[src/rtl/sbrh_pkg.sv]
// Types and constants of the swept box hit test.
package sbrh_pkg;

  localparam int COORD_W  = 24;
  localparam int SIZE_W   = 12;
  localparam int ENTRY_W  = 17;
  localparam int NORMAL_W = 3;

  localparam int COORD_FRAC_BITS_DEF = 8;
  localparam int TIME_FRAC_BITS_DEF  = 16;

  typedef enum logic [NORMAL_W-1:0] {
    NORM_NONE  = 3'd0,
    NORM_POS_X = 3'd1,
    NORM_NEG_X = 3'd2,
    NORM_POS_Y = 3'd3,
    NORM_NEG_Y = 3'd4
  } sbrh_normal_e;

  typedef struct packed {
    logic signed [COORD_W-1:0] target_x;
    logic signed [COORD_W-1:0] target_y;
    logic [SIZE_W-1:0]         target_width;
    logic [SIZE_W-1:0]         target_height;
    logic [SIZE_W-1:0]         mover_width;
    logic [SIZE_W-1:0]         mover_height;
    logic signed [COORD_W-1:0] start_x;
    logic signed [COORD_W-1:0] start_y;
    logic signed [COORD_W-1:0] end_x;
    logic signed [COORD_W-1:0] end_y;
  } sbrh_in_t;

  typedef struct packed {
    logic                      hit;
    logic [ENTRY_W-1:0]        entry_time;
    logic signed [COORD_W-1:0] contact_x;
    logic signed [COORD_W-1:0] contact_y;
    logic [NORMAL_W-1:0]       normal_code;
  } sbrh_out_t;

endpackage

[src/rtl/sbrh_slab.sv]
// One slab crossing time: sign handling, pipelined restoring divider and clamp.
module sbrh_slab #(
  parameter int COORD_FRAC_BITS = sbrh_pkg::COORD_FRAC_BITS_DEF,
  parameter int TIME_FRAC_BITS  = sbrh_pkg::TIME_FRAC_BITS_DEF,
  parameter int NUM_W = ((sbrh_pkg::COORD_W + 1 > sbrh_pkg::SIZE_W + COORD_FRAC_BITS) ?
                         sbrh_pkg::COORD_W + 1 : sbrh_pkg::SIZE_W + COORD_FRAC_BITS) + 2
) (
  input  logic                                clk_i,
  input  logic                                en_i,
  input  logic signed [NUM_W-1:0]             num_i,
  input  logic signed [sbrh_pkg::COORD_W:0]   d_i,
  output logic signed [TIME_FRAC_BITS+2:0]    time_o,
  output logic                                undef_o
);
  import sbrh_pkg::*;

  localparam int DW = COORD_W + 1;
  localparam int RW = COORD_W + 3;
  localparam int QW = TIME_FRAC_BITS + 2;
  localparam int TW = TIME_FRAC_BITS + 3;
  localparam logic [QW-1:0] Q_SAT = QW'((1 << TIME_FRAC_BITS) + 1);
  localparam logic signed [TW-1:0] T_SAT = TW'((1 << TIME_FRAC_BITS) + 1);
  localparam logic signed [TW-1:0] T_NEG = '1;

  logic [RW-1:0]          r_q   [QW+1];
  logic [RW-1:0]          dv_q  [QW+1];
  logic [QW-1:0]          q_q   [QW+1];
  logic                   pre_q [QW+1];
  logic signed [TW-1:0]   pt_q  [QW+1];
  logic                   un_q  [QW+1];

  logic                   d_neg;
  logic [DW-1:0]          dmag;
  logic signed [NUM_W-1:0] np;
  logic [RW-1:0]          dv4;
  logic                   big;
  logic [RW-1:0]          r_d;
  logic                   pre_d;
  logic signed [TW-1:0]   pt_d;
  logic                   un_d;

  // Times below zero or above one are clamped to minus one step or to one plus a step,
  // which leaves the outcome unchanged, so the quotient needs only two integer bits.
  always_comb begin
    d_neg = d_i[DW-1];
    dmag  = d_neg ? DW'(-d_i) : DW'(d_i);
    np    = d_neg ? -num_i : num_i;
    dv4   = {dmag, 2'b00};
    big   = np >= signed'(NUM_W'(dv4));
    r_d   = RW'(np);
    pre_d = 1'b1;
    pt_d  = '0;
    un_d  = 1'b0;
    priority if (d_i == '0) begin
      un_d = (num_i == '0);
      pt_d = (num_i > 0) ? T_SAT : T_NEG;
    end else if (np <= 0) begin
      pt_d = (np == '0) ? '0 : T_NEG;
    end else if (big) begin
      pt_d = T_SAT;
    end else begin
      pre_d = 1'b0;
    end
  end

  always_ff @(posedge clk_i) begin
    if (en_i) begin
      r_q[0]   <= r_d;
      dv_q[0]  <= dv4;
      q_q[0]   <= '0;
      pre_q[0] <= pre_d;
      pt_q[0]  <= pt_d;
      un_q[0]  <= un_d;
    end
  end

  // One quotient bit per stage against four times the divisor.
  for (genvar k = 1; k <= QW; k++) begin : g_div
    logic [RW:0]   r2;
    logic          ge;
    logic [RW:0]   diff;
    always_comb begin
      r2   = {r_q[k-1], 1'b0};
      ge   = r2 >= {1'b0, dv_q[k-1]};
      diff = r2 - {1'b0, dv_q[k-1]};
    end
    always_ff @(posedge clk_i) begin
      if (en_i) begin
        r_q[k]   <= ge ? diff[RW-1:0] : r2[RW-1:0];
        dv_q[k]  <= dv_q[k-1];
        q_q[k]   <= {q_q[k-1][QW-2:0], ge};
        pre_q[k] <= pre_q[k-1];
        pt_q[k]  <= pt_q[k-1];
        un_q[k]  <= un_q[k-1];
      end
    end
  end

  always_comb begin
    if (pre_q[QW]) begin
      time_o = pt_q[QW];
    end else if (q_q[QW] > Q_SAT) begin
      time_o = T_SAT;
    end else begin
      time_o = signed'(TW'(q_q[QW]));
    end
    undef_o = un_q[QW];
  end

endmodule
[config.mk]
export PLATFORM = sky130hd
export DESIGN_NAME = sbrh_slab
export DESIGN_NICKNAME = d
export VERILOG_FILES = /design/src/rtl/sbrh_pkg.sv /design/src/rtl/sbrh_slab.sv
export SDC_FILE = /design/constraint.sdc
export NUM_CORES = 2
export LEC_CHECK = 0
export BUFFER_PORTS_ARGS = -buffer_cell sky130_fd_sc_hd__buf_2
export CAP_MARGIN = 20
export CORE_MARGIN = 8
export CORE_UTILIZATION = 35
export CTS_CLUSTER_DIAMETER = 120
export DETAILED_ROUTE_END_ITERATION = 10
export PLACE_DENSITY = 0.55
export SYNTH_ARGS = -nofsm -noshare
export SYNTH_HDL_FRONTEND = slang
export SYNTH_SLANG_ARGS = --single-unit
[constraint.sdc]
create_clock -name clk_i -period 4.7 [get_ports clk_i]
set_clock_uncertainty 0.1 [all_clocks]
set_input_delay 0.705 -clock clk_i [delete_from_list [all_inputs] [get_ports clk_i]]
set_output_delay 0.705 -clock clk_i [all_outputs]
set_load 0.05 [all_outputs]
* Yosys cells after proc, flatten, opt, wreduce, memory -nomap -nowiden *
Memory sizes are Yosys's and may differ from the RTL's.
Index checks and enable logic that the tools add are counted.

word-level totals
  RAM bits = 1767
  flip-flop bits (word level) = 0
  output and inout bits = 20
  input bits = 54
  memories = 6
  word-level logic and storage cells = 84

cells by class
  $lt $le $gt $ge = 22
  add/sub/neg operators = 20
  multiplexer cells = 33
  reductions and logical operators = 3

memories
  memory  words  width  read ports  clocked after Yosys merged registers in  wr ports  RTL line         RTL
  dv_q    19     27     18          0                                        19        sbrh_slab.sv:26  logic [RW-1:0] dv_q [QW+1];
  r_q     19     27     18          0                                        19        sbrh_slab.sv:25  logic [RW-1:0] r_q [QW+1];
  pt_q    19     19     19          0                                        19        sbrh_slab.sv:29  logic signed [TW-1:0] pt_q [QW+1];
  q_q     19     18     19          0                                        19        sbrh_slab.sv:27  logic [QW-1:0] q_q [QW+1];
  pre_q   19     1      19          0                                        19        sbrh_slab.sv:28  logic pre_q [QW+1];
  un_q    19     1      19          0                                        19        sbrh_slab.sv:30  logic un_q [QW+1];

operator list
  operator                                                                 number
  27-bit 2-to-1 mux                                                        19
  28-bit by 27-bit >= comparator with 1-bit output                         18
  27-bit subtractor                                                        18
  19-bit 2-to-1 mux                                                        5
  27-bit zero test                                                         2
  27-bit >= comparator                                                     1
  27-bit by 1-bit > comparator with 1-bit output (second input constant)   1
  27-bit by 1-bit <= comparator with 1-bit output (second input constant)  1
  27-bit negator                                                           1
  25-bit zero test                                                         1
  25-bit 2-to-1 mux                                                        1
  25-bit negator                                                           1
  18-bit by 17-bit > comparator with 1-bit output (second input constant)  1
  18-bit 2-to-1 mux                                                        1
  17-bit 2-to-1 mux                                                        1
  1-bit 2-to-1 mux                                                         6

* Logic depth before layout (Yosys ltp) *
  depth after elaboration = 6
  depth in mapped cells = 18
  gate-level depth less buffers = 18

* Worst setup path before layout *
OpenSTA, ideal clock, no wires.

  path type = in2reg
  start point = in d_i[24] (netlist bit)
  end point = mem pt_q[0][16] (netlist bit), data pin
  library setup time = 0.130 ns
  setup slack = 0.375 ns
  path buffers = 5
  required time = 4.470 ns
  data arrival time = 4.095 ns
  stages = 17
  cell sequence = clkbuf_1 -> clkbuf_1 -> clkbuf_1 -> clkbuf_1 -> clkbuf_1 -> o41ai_1 -> xnor2_1 -> inv_1 -> ha_1 -> nand4_1 -> nor2_1 -> nand4_1 -> a2111oi_0 -> nor4_1 -> maj3_1 -> o21ai_0 -> o21a_1

RTL lines
  what         RTL line         RTL
  from (decl)  sbrh_slab.sv:11  input logic signed [sbrh_pkg::COORD_W:0] d_i,
  to (decl)    sbrh_slab.sv:29

==> impl_metrics.tcl <==
set metrics [dict create \
    status "finished clean" \
    fin_crit_ps 4400 \
    muxShareOfSynthArea 0.0338 \
    die_h_um 441 \
    final.period_utilization 0.937 \
    ys.flop_type "edfxtp_1" \
    p_per_area_mw_per_mm2 667 \
    drv_cap 0 \
    die_x_um 441 \
    clockBufferDepth 3 \
    start_kind "input port" \
    synth-edff-count 1150 \
    synth_xor_area_frac 0.0532 \
    wl_met3_um 6180 \
    synth_top_area_share 0.546 \
    rsz0062_at_grt "no" \
    grt_pass1_vias 40200 \
    syn_to_final_growth_pct 12.8 \
    r2r_start "r_q[2][8]" \
    fmax_ghz 0.227 \
    cpLargestDelayFamily "simple AND/OR/NAND/NOR gates" \
    min_from "d_i[0]" \
    die_area_mm2 0.194 \
    crit_chain "dlygate4sd3_1 > buf_2 > inv_1 > ha_1 > nor2b_1 > and3_1 > nand2_1 > or3_1 > nand2_1 > xnor2_1 > ha_1 > nand4_1 > nor2_1 > nand4_1 > a2111oi_1 > nor4_1 > maj3_1 > o21ai_0 > o21a_1" \
    drt-initial-drc-count 2663 \
    crit_fanout 3 \
    start_util 0.351 \
    sequentialPowerShare 0.352 \
    tightest_slew_ps 1180 \
    timing.rr.end "r_q[3][18]" \
    clock-root-buffer "clkbuf_16" \
    ant_nets 0 \
    top_layer "met4" \
    drive_gt1_frac 0.104 \
    avgSynthCellArea_um2 11.6 \
    cp_slowest_cell "dlygate4sd3_1" \
    hold_ws_ps 103 \
    fp-row-count 156 \
    power_switching_mw 17.3 \
    slowest_delay_ps 530 \
    power_leakage_nw 28.5 \
    yosysTopAreaCell "edfxtp_1" \
    ys_types 96 \
    path_buf_inv 3 \
    cts_tree "done" \
    yosys.area_share.simple 0.0932 \
    synth_compound_area_frac 0.132 \
    syn_nets 5985 \
    coreArea_mm2 0.180 \
    seq_area_frac_synth 0.546 \
    path_class "input port to register" \
    track_usage 0.146 \
    synth_top_family_by_area "compound AO/OA/AOI/OAI gates" \
    final.setup.tns_ps 0 \
    pin_count 74 \
    synthAdderAreaFrac 0.0998 \
    first_pass_iters 5 \
    htree_levels 4 \
    layout.nets 6172 \
    power.internal_mw 30.3 \
    slew_headroom 0.215 \
    place.port_buffers 73 \
    post_cts_buffers 0 \
    drc 0 \
    synthTopCellsByArea "edfxtp_1 55%, ha_1 9.4%, a21oi_1 3.6%" \
    hp-class "input port to register" \
    min_to "dv_q[0][2]" \
    hold_path_depth 1 \
    cp.arrival_ps 4930 \
    dp_hpwl_um 109000 \
    finalHoldViolCount 0 \
    power.share.clock 0.216 \
    cts_sinks 1150 \
    worstPathRequired_ps 5220 \
    rrSetupSlack_ps 860 \
    p_sw_frac 0.364 \
    synthArstFlopShare 0 \
    gp_congestion 0.864 \
    yosysWarnings 0 \
    drv_slew 0 \
    syn_inst 5438 \
    viasPerCell 5.03 \
    cts.reportedPaths.clkPinSlew_ps 60 \
    final-setup-viol-count 0 \
    grt-ovfl-total 0 \
    ys_ff_latch 1150 \
    wire_per_inst_um 17.8 \
    r2r_cells 9 \
    numCtsBuffers 132 \
    drt_wl_total_um 144000 \
    comb_power_share 0.432 \
    antenna_found_initial 2 \
    met1_length_um 64700 \
    grt_pass1_wl_um 226000 \
    grt_max_degree 180 \
    vias 40800 \
    end_kind "register" \
    clock_latency_ps 780 \
    met2_length_um 69900 \
    peakVddDrop_mv 0.346 \
    synthesis.area_mm2 0.0632 \
]
[per-layer routing]
layer,track usage,up-vias
met2,0.250,753
met1,0.190,19500
li1,-,20300
met3,0.0246,217
met4,0.0422,0
met5,0,-
[worst register-to-register path, delay by kind of cell (launching register included)]
family / cells / cell delay, ps
and+or+nand+nor: 1 / 320
AOI/OAI and AO/OA: 5 / 1630
muxes: 1 / 430
buffers and inverters: 1 / 220
adders and majority gates: 1 / 490
DFF: 1 / 410
[power by group through the flow]
stage,registers (mW),logic [mW],clock network (mW)
floorplan,16.0,15.8,0
global placement,17.0,20.3,0
detailed placement,17.0,20.4,0
CTS,16.8,20.6,10.6
global route,17.0,23.0,11.0
finish,16.7,20.6,10.3
[cells in the mapped netlist (25+ instances only)]
cell,instances
and3_1,30
buf_2,25
o31ai_1,31
a211oi_1,25
nand4_1,56
xnor2_1,255
o21ai_0,264
clkbuf_1,67
o21a_1,56
a31oi_1,44
a21o_1,181
nor2_1,373
o21bai_1,45
or3_1,30
and2_1,26
nor3_1,88
ha_1,476
nand3_1,93
nor2b_1,68
xor2_1,129
mux2_2,181
nand2b_1,75
inv_1,599
a21oi_1,461
edfxtp_1,1150
nand2_1,263
[worst max path at each step]
stage                        to  cells after the start  startpoint  slack (ps)
floorplan           pt_q[0][16]                     17     d_i[24]         380
global placement    pt_q[0][16]                     15    num_i[9]         100
detailed placement  pt_q[0][16]                     13     d_i[15]          20
CTS                 pt_q[0][16]                     19    num_i[0]         370
global route        pt_q[0][16]                     19    num_i[0]          10
finish              pt_q[0][16]                     19    num_i[0]         300
[metrics by stage]
stage / setup WS (ps) / instances / power [mW] / utilization / area, um2
after floorplan: 375 / 5438 / 31.8 / - / 63200
after global placement: 99.8 / 7860 / 37.3 / 0.372 / 67000
after detailed placement: 22.9 / 7860 / 37.4 / 0.372 / 67000
after CTS: 373 / 8101 / 48.0 / 0.396 / 71300
after global routing: 13.7 / 8102 / 50.9 / 0.396 / 71300
final: 297 / 8103 / 47.5 / 0.396 / 71300
[placed cells by master, fill, tap and decap left out, types with 12 or more instances in the layout]
cell / instances
a211oi_1: 25
a21o_1: 181
a21oi_1: 460
a31oi_1: 42
and2_1: 26
and3_1: 30
buf_12: 12
buf_2: 72
buf_4: 61
bufinv_16: 12
clkbuf_1: 22
clkbuf_16: 134
clkinv_1: 25
clkinv_2: 20
edfxtp_1: 1150
fa_1: 17
ha_1: 476
inv_1: 599
mux2_2: 181
nand2_1: 263
nand2b_1: 75
nand3_1: 93
nand4_1: 56
nor2_1: 372
nor2b_1: 68
nor3_1: 88
nor4_1: 21
o211ai_1: 15
o21a_1: 56
o21ai_0: 264
o21bai_1: 45
o31a_1: 17
o31ai_1: 31
o41ai_1: 19
or2_2: 24
or3_1: 30
xnor2_1: 255
xor2_1: 129
[cell families (layout without fill, tap and decap cells)]
logic type	Yosys count	after routing
flops	1150	1150
buf+inv	693	986
fa+ha+maj	494	494
mux	191	191
simple gates	1208	1208
compound gates	1318	1318
xor+xnor	384	384
other cells	0	2
[registers in the layout, summed over array words and instances, names as in the netlist]
signal	cells
dv_q	450
un_q	19
r_q	453
q_q	171
pt_q	38
pre_q	19
[area by class of cell]
| class | count | area (um2) |
|---|---|---|
| fill | 17200 | 109000 |
| sequential | 1150 | 34500 |
| multi-input combinational | 3595 | 26100 |
| clock buffer | 156 | 3440 |
| tap | 2370 | 2970 |
| inverter | 599 | 2250 |
| timing repair buffer | 147 | 1080 |
| clock inverter | 84 | 895 |
| antenna | 2 | 5.00 |
[repair_timing]
action | in CTS | in global routing
hold buffers | 1 | 0
endpoints found under the hold margin | 1 | 0
gates resized for setup | 0 | 1
endpoints found under the setup margin | 0 | 2
No activity file was read; power rests on OpenSTA's default activity.
